## src/postfix_modular_stack_evaluator_macros.svh

```systemverilog
// Assertion helpers shared by the evaluator modules.
`ifndef POSTFIX_MODULAR_STACK_EVALUATOR_MACROS_SVH
`define POSTFIX_MODULAR_STACK_EVALUATOR_MACROS_SVH

// Consequent must hold in the same cycle as the antecedent.
`define PMSE_ASSERT_IMPL(label, clk, rst_n, ante, cons, msg) \
	label: assert property (@(posedge clk) disable iff (!(rst_n)) (ante) |-> (cons)) \
		else $error(msg);

// Consequent must hold in the cycle after the antecedent.
`define PMSE_ASSERT_NEXT(label, clk, rst_n, ante, cons, msg) \
	label: assert property (@(posedge clk) disable iff (!(rst_n)) (ante) |=> (cons)) \
		else $error(msg);

`endif

```

## src/pmse_pkg.sv

```systemverilog
package pmse_pkg;

	localparam int unsigned VAL_W           = 30;
	localparam int unsigned MODE_W          = 2;
	localparam int unsigned IN_DATA_W       = ((VAL_W + 7) / 8) * 8;
	localparam int unsigned STACK_DEPTH_DEF = 64;
	localparam int unsigned MUL_STEPS       = 3;
	localparam int unsigned MUL_CNT_W       = $clog2(MUL_STEPS);

	localparam logic [VAL_W-1:0] MOD_P = VAL_W'(1000000007);

	// floor(2^60 / P), the reciprocal that gives the quotient estimate of the
	// modular multiplier.
	localparam logic [63:0]    BARRETT_MU_WIDE = (64'd1 << (2 * VAL_W)) / {34'd0, MOD_P};
	localparam logic [VAL_W:0] BARRETT_MU      = BARRETT_MU_WIDE[VAL_W:0];

	typedef enum logic [MODE_W-1:0] {
		MODE_PUSH = 2'd0,
		MODE_ADD  = 2'd1,
		MODE_SUB  = 2'd2,
		MODE_MUL  = 2'd3
	} mode_t;

	typedef enum logic [1:0] {
		ST_IDLE,
		ST_EXEC,
		ST_MUL
	} state_t;

endpackage

```

## src/pmse_mulmod.sv

```systemverilog
`include "postfix_modular_stack_evaluator_macros.svh"

module pmse_mulmod (
	input  logic                       clk,
	input  logic                       arst_n,
	input  logic                       start,
	input  logic [pmse_pkg::VAL_W-1:0] op_a,
	input  logic [pmse_pkg::VAL_W-1:0] op_b,
	output logic                       busy,
	output logic [pmse_pkg::VAL_W-1:0] result
);

	import pmse_pkg::*;

	localparam int unsigned PROD_W = 2 * VAL_W;
	localparam int unsigned MU_W   = VAL_W + 1;
	localparam int unsigned EST_W  = 2 * MU_W;
	localparam int unsigned REM_W  = VAL_W + 2;

	logic                 busy_q;
	logic [MUL_CNT_W-1:0] cnt_q;
	logic [PROD_W-1:0]    prod_s1;
	logic [EST_W-1:0]     est_s2;
	logic [REM_W-1:0]     rem_s3;
	logic [VAL_W-1:0]     acc_q;

	logic [REM_W-1:0] rem_m1;
	logic [REM_W-1:0] rem_m2;
	logic [VAL_W-1:0] rem_red;

	// Barrett reduction: the quotient estimate from the upper product bits is
	// at most two short, so the remainder stays below 3P and fits in 32 bits.
	always_comb begin
		rem_m1 = rem_s3 - {2'b00, MOD_P};
		rem_m2 = rem_s3 - {1'b0, MOD_P, 1'b0};
		if (rem_s3 >= {1'b0, MOD_P, 1'b0}) begin
			rem_red = rem_m2[VAL_W-1:0];
		end else if (rem_s3 >= {2'b00, MOD_P}) begin
			rem_red = rem_m1[VAL_W-1:0];
		end else begin
			rem_red = rem_s3[VAL_W-1:0];
		end
	end

	always_ff @(posedge clk or negedge arst_n) begin
		if (!arst_n) begin
			busy_q <= 1'b0;
			cnt_q  <= '0;
		end else if (start) begin
			busy_q <= 1'b1;
			cnt_q  <= '0;
		end else if (busy_q) begin
			cnt_q <= cnt_q + MUL_CNT_W'(1);
			if (cnt_q == MUL_CNT_W'(MUL_STEPS - 1)) begin
				busy_q <= 1'b0;
			end
		end
	end

	// The product loads at start and the later stages advance while busy; after
	// the last busy cycle each one holds the value derived from the product taken at start.
	always_ff @(posedge clk) begin
		if (start) begin
			prod_s1 <= PROD_W'(op_a) * PROD_W'(op_b);
		end
		if (busy_q) begin
			est_s2 <= EST_W'(prod_s1[PROD_W-1:VAL_W-1]) * EST_W'(BARRETT_MU);
			rem_s3 <= prod_s1[REM_W-1:0] - REM_W'(est_s2[EST_W-1:MU_W]) * REM_W'(MOD_P);
			acc_q  <= rem_red;
		end
	end

	assign busy   = busy_q;
	assign result = acc_q;

	`PMSE_ASSERT_IMPL(a_start_idle, clk, arst_n, start, !busy_q,
		"multiplier started while busy")
	`PMSE_ASSERT_IMPL(a_res_reduced, clk, arst_n, $fell(busy_q), acc_q < MOD_P,
		"product not reduced below the modulus")
	`PMSE_ASSERT_NEXT(a_start_busy, clk, arst_n, start, busy_q,
		"multiplier did not go busy after start")

endmodule

```

## config.mk

```make
export PLATFORM = sky130hd
export DESIGN_NAME = pmse_mulmod
export DESIGN_NICKNAME = d
export VERILOG_FILES = /design/src/pmse_pkg.sv /design/src/pmse_mulmod.sv
export VERILOG_INCLUDE_DIRS = /design/src /design/src/src
export SDC_FILE = /design/constraint.sdc
export NUM_CORES = 2
export LEC_CHECK = 0
export BUFFER_PORTS_ARGS = -buffer_cell sky130_fd_sc_hd__buf_4
export CORE_ASPECT_RATIO = 2
export CORE_MARGIN = 4
export CORE_UTILIZATION = 65
export CTS_CLUSTER_SIZE = 12
export DETAILED_ROUTE_END_ITERATION = 16
export PLACE_DENSITY_LB_ADDON = 0.2
export SLEW_MARGIN = 5
export SYNTH_ARGS = -nofsm -noshare
export SYNTH_HDL_FRONTEND = slang
export SYNTH_SLANG_ARGS = --single-unit
```

## constraint.sdc

```tcl
create_clock -name clk -period 15.1 [get_ports clk]
set_input_delay 3.02 -clock clk [delete_from_list [all_inputs] [get_ports clk]]
set_output_delay 3.02 -clock clk [all_outputs]
set_load 0.1 [all_outputs]
```

==> impl_metrics.json <==
{
  "status": "finished clean",
  "max_freq_ghz": 0.0912,
  "topRoutingLayerUsed": "met4",
  "rsz0062_at_grt": "false",
  "drv_slew": 0,
  "cp_slowest_stage_delay_ps": 710,
  "start_kind": "primary input",
  "final_antenna_net_count": 0,
  "routabilityCongestion": 0.991,
  "die_w_um": 217,
  "antenna_cells": 0,
  "tightest_slew_ps": 1040,
  "setup_tns_ps": 0,
  "yosysMostFrequentCell": "inv_1",
  "grt_pass1_wl_mm": 238,
  "critPathTopFamily": "adder cells",
  "final.setup.worst_slack_ps": 4130,
  "cap_violations": 0,
  "setup_viol": 0,
  "first_global_vias": 44900,
  "rows": 153,
  "layout-drive-gt1-share": 0.0258,
  "ys.flop_type": "edfxtp_1",
  "yosys_warnings": 0,
  "dieHeight_um": 426,
  "clock_path_buffers": 3,
  "hold_path.class": "flip-flop to flip-flop",
  "drc": 0,
  "place_inst": 6830,
  "cp.required_ps": 15350,
  "relSlewSlack": 0.300,
  "synthMuxAreaShare": 0.000528,
  "hp-start": "cnt_q[1]$_DFFE_PN0P_",
  "cts_resized": 0,
  "min_period_over_period": 0.726,
  "grt_max_degree": 64,
  "synth_area_per_cell_um2": 9.84,
  "wl_met2_mm": 82.2,
  "worstSetupPathType": "primary input to flip-flop",
  "antenna_found_initial": 1,
  "synth_cell_types": 68,
  "crit_slowest_cell": "a211oi_1",
  "numPortBuffers": 93,
  "wl_met1_mm": 45.8,
  "cts.sinks": 156,
  "grt_overflow": 0,
  "initial_utilization": 0.654,
  "vias_per_cell": 5.70,
  "num_vias": 39100,
  "fin_crit_ps": 10970,
  "synth_top_family_by_area": "adder cells",
  "synthSimpleGateAreaFrac": 0.108,
  "arrival_ps": 11220,
  "synthXorXnorAreaFrac": 0.0270,
  "post-place-ws_ps": 3730,
  "cts_tree": "yes",
  "synth_edf_count": 153,
  "core_um2": 86900,
  "track_usage": 0.340,
  "hold_viol": 0,
  "worst_path_most_repeated_cell": "fa_1",
  "yosysSeqAreaShare": 0.0822,
  "synth_top_cells_by_area": "fa_1 (44%), ha_1 (17%), inv_1 (10%)",
  "io_pins": 94,
  "synthAdderAreaFrac": 0.617,
  "cts-buffers-inserted": 25,
  "cp-startpoint": "op_a[28]",
  "drt-total-wl_mm": 151,
  "syn_nets": 7886,
  "clk_pin_slew_ps": 50,
  "wl_per_cell_um": 22.0,
  "drt-initial-drc-count": 2117,
  "synthToLayoutAreaGrowth_pct": 3.64,
  "final_nets": 7804,
  "synth_cells": 5777,
  "insertion_delay_ps": 500,
  "async_flop_share": 0.0192,
  "synth_area_leader_cell": "fa_1",
  "synth_compound_gate_area_share": 0.0480,
  "die_area_um2": 92500,
  "cts-root-buf": "clkbuf_16",
  "r2r-start": "prod_s1[43]$_DFFE_PP_",
  "wl_met3_mm": 6.70,
  "syn_area_um2": 56800,
  "cts_max_level": 4,
  "synth_common_cells": "inv_1 (1554), fa_1 (1261), ha_1 (785), and2_1 (521), nand2_1 (460)",
  "synth-seq-cells": 156,
  "ctsHoldBuffers": 0,
  "post_cts_buffers": 0,
  "finalNonFillerCells": 6861,
  "cp_max_fo": 30,
  "worstSetupEndpointType": "flip-flop",
  "first_pass_iters": 8,
  "netlist.area_leader.share": 0.444,
  "critPathBufInv": 6,
  "fin_skew_ps": 21.5,
  "dpl.hpwl_mm": 125
}
==> layer usage <==
| metal | vias up | GRT usage |
|---|---|---|
| met3 | 681 | 0.0322 |
| li1 | 17100 | - |
| met5 | - | 0 |
| met1 | 19900 | 0.331 |
| met4 | 0 | 0.268 |
| met2 | 1492 | 0.646 |
==> cells by family (layout without fill, tap and decap cells) <==
logic type / count (synthesis) / in the layout
AND/OR/NAND/NOR: 1205 / 1205
buffers and inverters: 1764 / 1686
multiplexers: 3 / 3
adder cells (fa/ha/maj): 2047 / 2047
flip-flops: 156 / 156
AO/OA/AOI/OAI: 427 / 427
XOR/XNOR: 175 / 175
==> tightest hold or removal path, cell delays in order, from the launching register on <==
cell	delay, ps
dfrtp_1	350
mux2i_1	70
nor2_1	80
==> placed cells by master (no fill, tap or decap), types with 17 or more instances in the layout <==
cell type,synthesis,final
xor2_1,49,49
nand4_1,17,17
nand2_1,460,460
o21a_1,20,20
edfxtp_1,153,153
ha_1,785,785
nor2_1,81,81
and2_1,521,521
fa_1,1261,1261
inv_1,1554,1554
a21oi_1,133,133
o21ai_0,79,79
buf_4,1,101
clkbuf_16,0,25
xnor2_1,126,126
a21o_1,81,81
nor3_1,29,29
nand3_1,28,28
==> registers in the layout (all words and copies together) (netlist names) <==
| name | cells |
|---|---|
| est_s2 | 31 |
| rem_s3 | 32 |
| cnt_q | 2 |
| prod_s1 | 60 |
| busy | 1 |
| result | 30 |
==> per-stage QoR <==
stage          instance area, um^2  utilization  hold WS [ps]
3_3_place_gp                 58200        0.670           509
6_report                     58900        0.678           547
5_1_grt                      58900        0.678           588
3_5_place_dp                 58200        0.670           535
4_1_cts                      58900        0.678           550
2_1_floorplan                56800            -           491
==> path summary, 6_finish.rpt <==
path / to / slack [ps] / depth (start not counted)
min: cnt_q[1]$_DFFE_PN0P_ / 550 / 2
min reg2reg: cnt_q[1]$_DFFE_PN0P_ / 550 / 2
max reg2reg: est_s2[59]$_DFFE_PP_ / 6510 / 22
max in group asynchronous: busy$_DFF_PN0_ / 12680 / 1
max: prod_s1[52]$_DFFE_PP_ / 4130 / 26
min in group asynchronous: busy$_DFF_PN0_ / 2310 / 1
==> final cells by class <==
class                   instances  area, um^2
clock buffers                  25         626
repair buffers                101         758
fillers                      7008       28000
well taps                    1162        1450
clock inverters                 6        27.5
multi-input cells            3857       45500
flip-flops and latches        156        4670
inverters                    1554        5830
Power is not shown: default switching activity piles up to over one toggle a cycle in this logic, so the estimate is an artifact.
