**config.mk**
```make
export PLATFORM = sky130hd
export DESIGN_NAME = pmse_ram
export DESIGN_NICKNAME = d
export VERILOG_FILES = /design/src/postfix_modular_stack_evaluator_macros.svh /design/src/pmse_ram.sv
export SDC_FILE = /design/constraint.sdc
export NUM_CORES = 1
export LEC_CHECK = 0
export BUFFER_PORTS_ARGS = -buffer_cell sky130_fd_sc_hd__clkbuf_2
export CAP_MARGIN = 40
export CORE_MARGIN = 3
export CORE_UTILIZATION = 26
export DETAILED_ROUTE_END_ITERATION = 16
export PLACE_DENSITY = 0.45
export SKIP_CTS_REPAIR_TIMING = 1
export SYNTH_ARGS = -nofsm -noshare
export SYNTH_HDL_FRONTEND = slang
export SYNTH_SLANG_ARGS = --single-unit
```
**constraint.sdc**
```tcl
create_clock -name clk -period 3.2 [get_ports clk]
set_clock_uncertainty 0.1 [all_clocks]
set_input_delay 0.16 -clock clk [delete_from_list [all_inputs] [get_ports clk]]
set_output_delay 0.16 -clock clk [all_outputs]
set_load 0.02 [all_outputs]
```
**src/postfix_modular_stack_evaluator_macros.svh**
```systemverilog
// Assertion helpers shared by the evaluator modules.
`ifndef POSTFIX_MODULAR_STACK_EVALUATOR_MACROS_SVH
`define POSTFIX_MODULAR_STACK_EVALUATOR_MACROS_SVH

// Consequent must hold in the same cycle as the antecedent.
`define PMSE_ASSERT_IMPL(label, clk, rst_n, ante, cons, msg) \
	label: assert property (@(posedge clk) disable iff (!(rst_n)) (ante) |-> (cons)) \
		else $error(msg);

// Consequent must hold in the cycle after the antecedent.
`define PMSE_ASSERT_NEXT(label, clk, rst_n, ante, cons, msg) \
	label: assert property (@(posedge clk) disable iff (!(rst_n)) (ante) |=> (cons)) \
		else $error(msg);

`endif

```
**src/pmse_ram.sv**
```systemverilog
module pmse_ram #(
	parameter int unsigned WIDTH = 8,
	parameter int unsigned DEPTH = 16
) (
	input  logic                     clk,
	input  logic                     we,
	input  logic [$clog2(DEPTH)-1:0] waddr,
	input  logic [WIDTH-1:0]         wdata,
	input  logic                     re,
	input  logic [$clog2(DEPTH)-1:0] raddr,
	output logic [WIDTH-1:0]         rdata
);

	logic [WIDTH-1:0] mem_q [DEPTH];
	logic [WIDTH-1:0] rdata_q;

	always_ff @(posedge clk) begin
		if (we) begin
			mem_q[waddr] <= wdata;
		end
		if (re) begin
			rdata_q <= mem_q[raddr];
		end
	end

	assign rdata = rdata_q;

endmodule

```
==> results of run 1 <==
==> worst reg2reg max path, stage by stage (launching register included) <==
cell and delay (ns):
edfxtp_1 0.34, mux4_1 0.52, a22oi_1 0.29, nand2_1 0.16
==> registers in the layout, indices dropped and copies added (netlist names) <==
register / cells
rdata: 8
mem_q: 128
==> routing by layer <==
metal  routed length (um)  part of all wire, %
met2                 5086                   45
met4                   65                 0.57
met1                 5604                   49
met5                    0                    0
met3                  643                  5.6
==> cells in the final DEF (no fill, tap or decap), types with 2 or more instances in the layout <==
cell	netlist	final
clkinv_4	0	2
clkbuf_16	0	17
a22oi_1	16	16
clkinvlp_4	0	2
nand2_1	9	9
clkbuf_2	0	26
nor2_1	13	13
mux4_2	18	18
nand3b_1	2	2
edfxtp_1	136	136
nand2b_1	2	2
bufinv_16	0	4
nor3_1	4	4
mux4_1	14	14
clkinv_1	0	3
clkinv_2	0	4
buf_4	1	19
==> kinds of logic (layout without fill, tap and decap cells) <==
| kind of cell | Yosys count | in the layout | synth area share (%) |
|---|---|---|---|
| DFF | 136 | 136 | 78.12 |
| muxes | 32 | 32 | 14.79 |
| and+or+nand+nor | 35 | 35 | 3.136 |
| AOI/OAI and AO/OA | 16 | 16 | 2.298 |
| buffers and inverters | 10 | 80 | 1.651 |
==> through the flow <==
stage                     total power, mW  cells  setup slack (ns)  hold slack, ns
after CTS                           4.253    564             1.439         0.05387
after global placement              2.252    524             1.014          0.4886
after global routing                4.367    564             1.323         0.05503
final                               4.208    564             1.488         0.06361
after detailed placement            2.258    532             1.002          0.4886
after floorplan                     2.164    229             1.447          0.1589
==> layout make-up <==
| class | instances | area, sq um | share of cell area [%] |
|---|---|---|---|
| sequential | 136 | 4084 | 63.90 |
| multi-input combinational | 83 | 1057 | 16.54 |
| clock buffer | 17 | 425.4 | 6.656 |
| tap | 265 | 331.6 | 5.188 |
| timing repair buffer | 48 | 309.0 | 4.836 |
| clock inverter | 15 | 183.9 | 2.878 |
==> report_power, final <==
group	total, mW	internal (mW)	switching (mW)
Sequential	2.02	2.01	0.00988
Combinational	0.199	0.0779	0.121
Clock	1.99	1.29	0.702
Total	4.21	3.38	0.832
==> worst paths after layout <==
check                from        to  slack [ns]
max reg2reg   mem_q[1][2]  rdata[2]        1.51
min reg2reg  mem_q[14][1]  rdata[1]        0.65
max              raddr[1]  rdata[4]        1.49
min                    re  rdata[7]        0.06
==> impl_results.md, run 1 <==
* Core Region at 0.01959 sq mm
* Area delta synth->final at 22.26%
* Slew Viols, Final at 0
* Starting Density at 26.68%
* Share of flip-flops with an asynchronous set or reset at 0%
* Row cnt at 51
* Post-route ant nets at 0
* Setup violators final at 0
* Dpl hpwl at 7547 um
* Critical path class: in -> reg
* Worst-path clk slew at 0.06 ns
* Cell area after layout at 0.006391 sq mm
* Synth area leaders: edfxtp_1, mux4_2, mux4_1
* Synthesized cell area at 0.005228 sq mm
* Met1 usage at 16.71%
* Total GRT Usage at 11.30%
* Vias per cell at 4.402
* Min Tclk post-route at 1.712 ns
* Most frequent cells after synthesis: edfxtp_1, mux4_2, a22oi_1, mux4_1, nor2_1
* Synth Area per Inst at 22.83 sq um
* Root buffer cell: clkbuf_16
* Rel. slew slack at 44.12%
* Max cap viols at 0
* Min-Delay Path Class: in -> reg
* FILL cells at 1877
* Gpl congestion at 0.7148
* Slew of the pin with the lowest slew margin at 0.8364 ns
* Clock insertion delay at the later pin of the skew report at 0.41 ns
* Largest net degree at the start of global routing at 26
* Via count at 2483
* 1st-iter DRT viols at 225
* Max Fclk at 584.0 MHz
* Die area at 0.02184 sq mm
* CP max FO at 25
* Largest area contributor in the netlist: edfxtp_1
* CP delay by family, top: buffers and inverters
* Leak Pwr at 2.131 nW
* Seq/Total Area, Yosys at 78.12%
* Crit. End Element: register
* Synth Flop Type: edfxtp_1
* Ant diodes at 0
* Tcrit/Tclk final at 53.51%
* GR Util met3 at 3.709%
* VDD IR-drop max at 0.4220 mV
* Global-route wire length before repair at 17570 um
* Slowest cell on the critical path: clkbuf_2
* Syn Nets at 248
* Max H-tree Level at 4
* Number of distinct library cells after synthesis at 18
* PD cells at 658.4 mW/mm^2
* Max clock buf depth at 2
* Grt met2 use at 15.97%
* CTS buffer count at 17
* Status: finished clean
* WL per Instance at 20.21 um
* Worst Path Required at 3.25 ns
* WP depth at 5
* Synth Register Bits at 136
* Fin. Hold Viols at 0
* Buffers & Inverters on Critical Path at 2
* CTS sink count at 136
* Vias in the first global route at 2582
* PortBufs at 26
* Die X at 147.8 um
* Critical path's largest stage delay at 0.55 ns
* Hold depth at 1
* DRT Pass-1 Iters at 4
* FF-to-FF path depth at 3
* I/O pin count at 27
* Startpoint type of the worst setup path: input pin
* Most frequent cell after synthesis: edfxtp_1
* Die H at 147.8 um
* Placement Cell Area at 0.005782 sq mm
* Critical path, cell by cell: clkbuf_2, buf_4, mux4_2, a22oi_1, nand2_1
* Routed WL at 11400 um
* YS warnings at 0
* CP Data Arrival Time at 1.76 ns
* DRC errors left at 0
* Antenna violations before repair at 0
* Post-Synthesis Cells at 229
* Total negative setup slack at 0 ns
* Synth top area share at 78.12%
* Nets@finish at 305
* Layout cells sized above 1 at 32.11%
* Post-synth EDFFs at 136
* RSZ-0062 raised after global routing: false
* Utilization after layout at 32.62%
* Overflow after GRT at 0
* Grt peak-use layer: met1
* CTS tree: done
Power figures use the tool's default switching activity.
==> run 2, diff against run 1 <==
Settings changed: ABC_AREA from default to 1.
Clock period 3.2 ns to 1.61 ns, I/O delays scaled along.
==> run 2 against run 1 <==
Against the previous run: combinational power rose to 2.5 times the previous value; global-route usage rose by 1.2 points; synthesized area rose by 12%; first-iteration DRC count rose by 54%; die area rose by 11%; design area rose by 8.3%; critical endpoint is now rdata[5]; routed wire length rose by 26%; critical path type is now reg -> reg; clock power rose by 85%; sequential share of layout area fell by 4.9 points; highest routed layer unchanged; cell count rose by 57%; critical path depth rose by 1; count of clock-buffer cells in the layout did not move.
==> impl_results.md, run 2 <==
* Total GRT Usage at 12.49% (+1.2 points)
* Status: finished clean
* Most flops, register: mem_q
* Number of distinct library cells after synthesis at 11 (-7)
* Synth Register Bits at 136 (unchanged)
* Cell area after layout at 0.006922 sq mm (+8.3%)
* YS warnings at 0 (unchanged)
* DRT Pass-1 Iters at 5 (+1)
* Synthesized cell area at 0.005847 sq mm (+12%)
* PD cells at 1185 mW/mm^2 (+80%)
* Die area at 0.02432 sq mm (+11%)
* Die X at 156.0 um (+5.5%)
* Dpl hpwl at 8882 um (+18%)
* DRC errors left at 0 (unchanged)
* CTS sink count at 136 (unchanged)
* Min Tclk post-route at 1.258 ns
* Internal power at 6.379 mW (+89%)
* 1st-iter DRT viols at 347 (+54%)
* Worst-path clk slew at 0.06 ns (about the same)
* Syn Nets at 570 (+130%)
* Vias in the first global route at 3903 (+51%)
* Multi-input logic area at 0.001214 sq mm (+15%)
* Tcrit/Tclk final at 78.15%
* Vias per cell at 4.284 (-2.7%)
* Hold_ws at 0.01910 ns (-0.04452 ns)
* Post-Synthesis Cells at 551 (+140%)
* Layout cells sized above 1 at 12.50% (-20 points)
* Post-synth EDFFs at 136 (unchanged)
* Clock insertion delay at the later pin of the skew report at 0.41 ns (about the same)
* Core Region at 0.02196 sq mm (+12%)
* Most frequent cells after synthesis: nand2_1, edfxtp_1, inv_1, nand3_1, nor2_1
* Utilization after layout at 31.52% (-1.1 points)
* Crit. End Element: register
* Max Fclk at 794.8 MHz
* Synth top area share at 69.85% (-8.3 points)
* Area delta synth->final at 18.38%
* Overflow after GRT at 0 (unchanged)
* Reg power frac at 49.0% (+1.0 points)
* Switching fraction of total power at 22.20% (+2.4 points)
* Clock power frac at 44.9% (-2.4 points)
* FF-to-FF path depth at 6 (+3)
* Critical path class: reg -> reg
* RSZ-0062 raised after global routing: false
* Antenna violations before repair at 0 (unchanged)
* Worst Path Required at 1.66 ns (-1.59 ns)
* Seq/Total Area, Yosys at 69.85% (-8.3 points)
* CTS tree: done
* Slew of the pin with the lowest slew margin at 0.6674 ns (-0.1691 ns)
* Gate power share at 6.2% (+1.5 points)
* Reg2reg end: rdata[5]
* Global-route wire length before repair at 22780 um (+30%)
* CTS buffer count at 17 (unchanged)
* Share of flip-flops with an asynchronous set or reset at 0% (unchanged)
* Most common cell after layout, fill and taps aside: nand2_1
* Die H at 156.0 um (+5.5%)
* Fin. Hold Viols at 0 (unchanged)
* Max FFs per register at 128 (unchanged)
* Routed WL at 14400 um (+26%)
* Synth Area per Inst at 10.61 sq um (-54%)
* Rel. slew slack at 55.44% (+11 points)
* Worst Slack Setup Final at 0.3518 ns (-1.136 ns)
* Max cap viols at 0 (unchanged)
* Ant diodes at 0 (unchanged)
* Min-Delay Path Class: in -> reg
* Sw power at 1.820 mW (+120%)
* Setup violators final at 0 (unchanged)
* Root buffer cell: clkbuf_16
* Crit path to: rdata[5]
* Placement Cell Area at 0.006351 sq mm (+9.8%)
* Commonest non-fill, non-tap cells in the layout: nand2_1, edfxtp_1, inv_1
* Post-route ant nets at 0 (unchanged)
* Total negative setup slack at 0 ns (unchanged)
* Synth Flop Type: edfxtp_1
* Post-Place Setup Slack at 0.1431 ns (-0.8585 ns)
* Startpoint type of the worst setup path: register
* Gpl congestion at 0.7748 (+8.4%)
* Largest net degree at the start of global routing at 65 (+150%)
* Most frequent cell after synthesis: nand2_1
* VDD IR-drop max at 0.5298 mV (+26%)
* Synth area leaders: edfxtp_1, nand2_1, nand3_1
* Row cnt at 54 (+5.9%)
* CP max FO at 1 (-96%)
* Reg2Reg Setup Slack at 0.35 ns (-1.16 ns)
* Sequential cell area at 0.004084 sq mm (unchanged)
* Slew Viols, Final at 0 (unchanged)
* FF-to-FF Start: mem_q[9][5]
* Via count at 3804 (+53%)
* PortBufs at 26 (unchanged)
* CP Data Arrival Time at 1.31 ns (-0.45 ns)
* Crit path from: mem_q[9][5]
* FILL cells at 2225 (+19%)
* Leak Pwr at 2.924 nW (+37%)
* Max clock buf depth at 2 (unchanged)
* WL per Instance at 16.22 um (-20%)
* Starting Density at 26.63% (-0.058 points)
* Largest area contributor in the netlist: edfxtp_1
* Nets@finish at 614 (+100%)
* Max H-tree Level at 4 (unchanged)
* I/O pin count at 27 (unchanged)
-- run 2: cell types whose count changed in the layout (fill, tap and decap cells not counted), sizes merged, moves of 4 or more --
cell	previous run	this run
nor3	4	0
nand2	9	173
a22oi	16	0
nand3	1	97
nor2	13	17
inv	0	103
mux4	32	0
-- run 2: how the worst min path moves through the flow --
stage / start / cells past startpoint / slack, ns / end
2_1_floorplan: wdata[0] / 0 / 0.08 / mem_q[0][0]
3_3_place_gp: re / 1 / 0.39 / rdata[2]
3_5_place_dp: re / 1 / 0.39 / rdata[2]
4_1_cts: re / 1 / -0.05 / rdata[7]
5_1_grt: wdata[5] / 1 / 0.04 / mem_q[10][5]
6_report: wdata[5] / 1 / 0.02 / mem_q[9][5]
-- run 2: stage by stage --
step                      power, mW  std cells
final                         8.199        888
after global routing          8.522        888
after CTS                     8.287        887
after detailed placement      4.599        855
after global placement        4.598        855
after floorplan               4.382        551
-- run 2: cells by family after synthesis --
family	share of synthesized area, %
and+or+nand+nor	20.76
buffers and inverters	9.394
DFF	69.85
-- run 2: power groups by stage --
stage	Clock [mW]	Combinational [mW]	Sequential (mW)
6_report	3.68	0.505	4.01
5_1_grt	3.93	0.570	4.02
4_1_cts	3.76	0.514	4.01
3_5_place_dp	0	0.511	4.09
3_3_place_gp	0	0.510	4.09
2_1_floorplan	0	0.280	4.10
-- run 2: critical path: stages, from the launching register on --
cell and delay, ns:
edfxtp_1 0.36, inv_1 0.06, nand2_1 0.05, nand3_1 0.09, nand3_1 0.09, nand3_1 0.13
nand2_1 0.11
-- run 2: final cells by class --
type | count | share of cell area [%]
clock buffers | 17 | 6.146
flip-flops and latches | 136 | 59.00
clock inverters | 15 | 1.952
well taps | 280 | 5.061
repair buffers | 49 | 4.772
multi-input cells | 289 | 17.53
inverters | 102 | 5.531
-- run 2: routing by layer --
metal | track usage, % | vias to the layer above | wire length [um]
met2 | 18.25 | 101 | 6137
met5 | 0 | - | 0
met4 | 3.827 | 0 | 198
li1 | - | 1864 | -
met3 | 3.578 | 16 | 868
met1 | 17.97 | 1823 | 7195
==> run 3, diff against run 2 <==
Settings changed: ABC_AREA 1 to 0.
Clock period 1.61 ns to 1.25 ns, I/O delays scaled along.
==> run 3 against run 2 <==
Against the previous run: fmax is 16% lower; clock power rose by 42%; largest cell class unchanged; the flow now finishes with violations (hold timing, setup timing); worst hold slack worse by 0.034 ns; routed wire length down 23%; first-iteration DRC count fell by 57%; cell count decreased by 35%; largest power group is now the clock network; register-to-register slack worse by 0.61 ns; total power grew 34%; via count fell by 36%; critical path type unchanged; design area fell by 4.1%; global-route usage shrank 1.3 points.
==> impl_results.md, run 3 (same netlist as run 1, synthesis figures left out) <==
* Worst Path Required at 1.31 ns (-0.35 ns)
* Slew Viols, Final at 0 (unchanged)
* Critical path's largest stage delay at 0.48 ns (+0.12 ns)
* Max H-tree Level at 4 (unchanged)
* Root buffer cell: clkbuf_16
* Buffers & Inverters on Critical Path at 0 (-1)
* Grt peak-use layer: met2
* Worst Slack Setup Final at -0.2556 ns (-0.6074 ns)
* CTS sink count at 136 (unchanged)
* Setup violators final at 8 (+8)
* Placed Cells at 544 (-36%)
* 1st-iter DRT viols at 148 (-57%)
* Antenna violations before repair at 0 (unchanged)
* Total GRT Usage at 11.16% (-1.3 points)
* GR Util met3 at 3.924% (+0.35 points)
* PortBufs at 26 (unchanged)
* Starting Density at 26.68% (+0.058 points)
* Commonest non-fill, non-tap cells in the layout: edfxtp_1, mux4_2, clkbuf_2
* Crit. End Element: register
* Nets@finish at 318 (-48%)
* Sequential cell area at 0.004084 sq mm (unchanged)
* RSZ-0062 raised after global routing: true
* DRT Pass-1 Iters at 6 (+1)
* Vias per cell at 4.239 (-1.0%)
* Global-route wire length before repair at 17150 um (-25%)
* Slew of the pin with the lowest slew margin at 0.9156 ns (+0.2482 ns)
* CP max FO at 1 (unchanged)
* Core Region at 0.01959 sq mm (-11%)
* CTS buffer count at 17 (unchanged)
* Max clock buf depth at 2 (unchanged)
* Slowest cell on the critical path: mux4_2
* Post-Place Setup Slack at -0.5254 ns (-0.6685 ns)
* Status: finished, violations left
* VDD IR-drop max at 0.7410 mV (+40%)
* WL per Instance at 19.27 um (+19%)
* Met1 usage at 15.05% (-2.9 points)
* Min-Delay Path Class: in -> reg
* Placement Cell Area at 0.005954 sq mm (-6.2%)
* Failing checks: hold timing, setup timing
* Die area at 0.02184 sq mm (-10%)
* Dpl hpwl at 7486 um (-16%)
* Critical path class: reg -> reg
* Rel. slew slack at 38.74% (-17 points)
* Die H at 147.8 um (-5.2%)
* Via count at 2446 (-36%)
* Multi-input logic area at 0.001089 sq mm (-10%)
* Post-route ant nets at 0 (unchanged)
* Cell area after layout at 0.006638 sq mm (-4.1%)
* Tcrit/Tclk final at 120.5% (+42 points)
* Area delta synth->final at 26.97%
* DRC errors left at 0 (unchanged)
* Fin. Hold Viols at 72 (+72)
* Hold_ws at -0.01506 ns (-0.03416 ns)
* Worst-path clk slew at 0.06 ns (about the same)
* Row cnt at 51 (-5.6%)
* Routed WL at 11120 um (-23%)
* Gpl congestion at 0.7212 (-6.9%)
* Max FFs per register at 128 (unchanged)
* Min Tclk post-route at 1.506 ns (+0.2474 ns)
* FILL cells at 1866 (-16%)
* Final Non-Filler Cells at 577 (-35%)
* Die X at 147.8 um (-5.2%)
* Grt met2 use at 16.70% (-1.5 points)
* CP Data Arrival Time at 1.57 ns (+0.26 ns)
* Max Fclk at 664.2 MHz (-16%)
* Most common cell after layout, fill and taps aside: edfxtp_1
* Layout cells sized above 1 at 45.19% (+33 points)
* Startpoint type of the worst setup path: register
* Critical path, cell by cell: mux4_2, a22oi_2, nand2_1
* Clock insertion delay at the later pin of the skew report at 0.42 ns (about the same)
* Most flops, register: mem_q
* Vias in the first global route at 2682 (-31%)
* Total negative setup slack at -1.910 ns (-1.910 ns)
* Ant diodes at 0 (unchanged)
* CP delay by family, top: multiplexers
* Leak Pwr at 2.164 nW (-26%)
* I/O pin count at 27 (unchanged)
* Largest net degree at the start of global routing at 17 (-74%)
* PD cells at 1657 mW/mm^2 (+40%)
* Max cap viols at 0 (unchanged)
* Overflow after GRT at 0 (unchanged)
* CTS tree: done
-- run 3: per-stage QoR --
stage	util [%]	total power [mW]
2_1_floorplan	-	5.570
3_3_place_gp	30.40	5.839
3_5_place_dp	30.40	5.849
4_1_cts	33.59	11.10
5_1_grt	33.88	11.40
6_report	33.88	11.00
-- run 3: worst register-to-register path: cells and delay by family, from the launching register on --
| kind | cells | cell delay (ns) |
|---|---|---|
| compound gates | 1 | 0.20 |
| simple gates | 1 | 0.10 |
| flops | 1 | 0.38 |
| mux | 1 | 0.48 |
-- run 3: final cells by class --
cell class                      instances  share of cell area [%]
Tap cell                              265                   4.995
Sequential cell                       136                   61.53
Clock buffer                           17                   6.409
Clock inverter                         15                   3.016
Multi-Input combinational cell         83                   16.40
Timing Repair Buffer                   61                   7.653
-- run 3: path summary, 6_finish.rpt --
kind | startpoint | end | slack (ns) | depth (start not counted)
max | mem_q[2][5] | rdata[5] | -0.26 | 3
min | wdata[5] | mem_q[6][5] | -0.02 | 1
max reg2reg | mem_q[2][5] | rdata[5] | -0.26 | 3
min reg2reg | mem_q[15][2] | rdata[2] | 0.64 | 3
-- run 3: layer usage --
layer  wire length (um)  share of wire, %
met3                457               4.1
met4                210               1.9
met1               5196                47
met5                  0                 0
met2               5257                47
-- run 3: power by group --
| group | leakage [nW] | switching, mW | internal (mW) |
|---|---|---|---|
| logic | 0.642 | 0.336 | 0.262 |
| registers | 1.24 | 0.0221 | 5.14 |
| clock network | 0.286 | 1.90 | 3.33 |
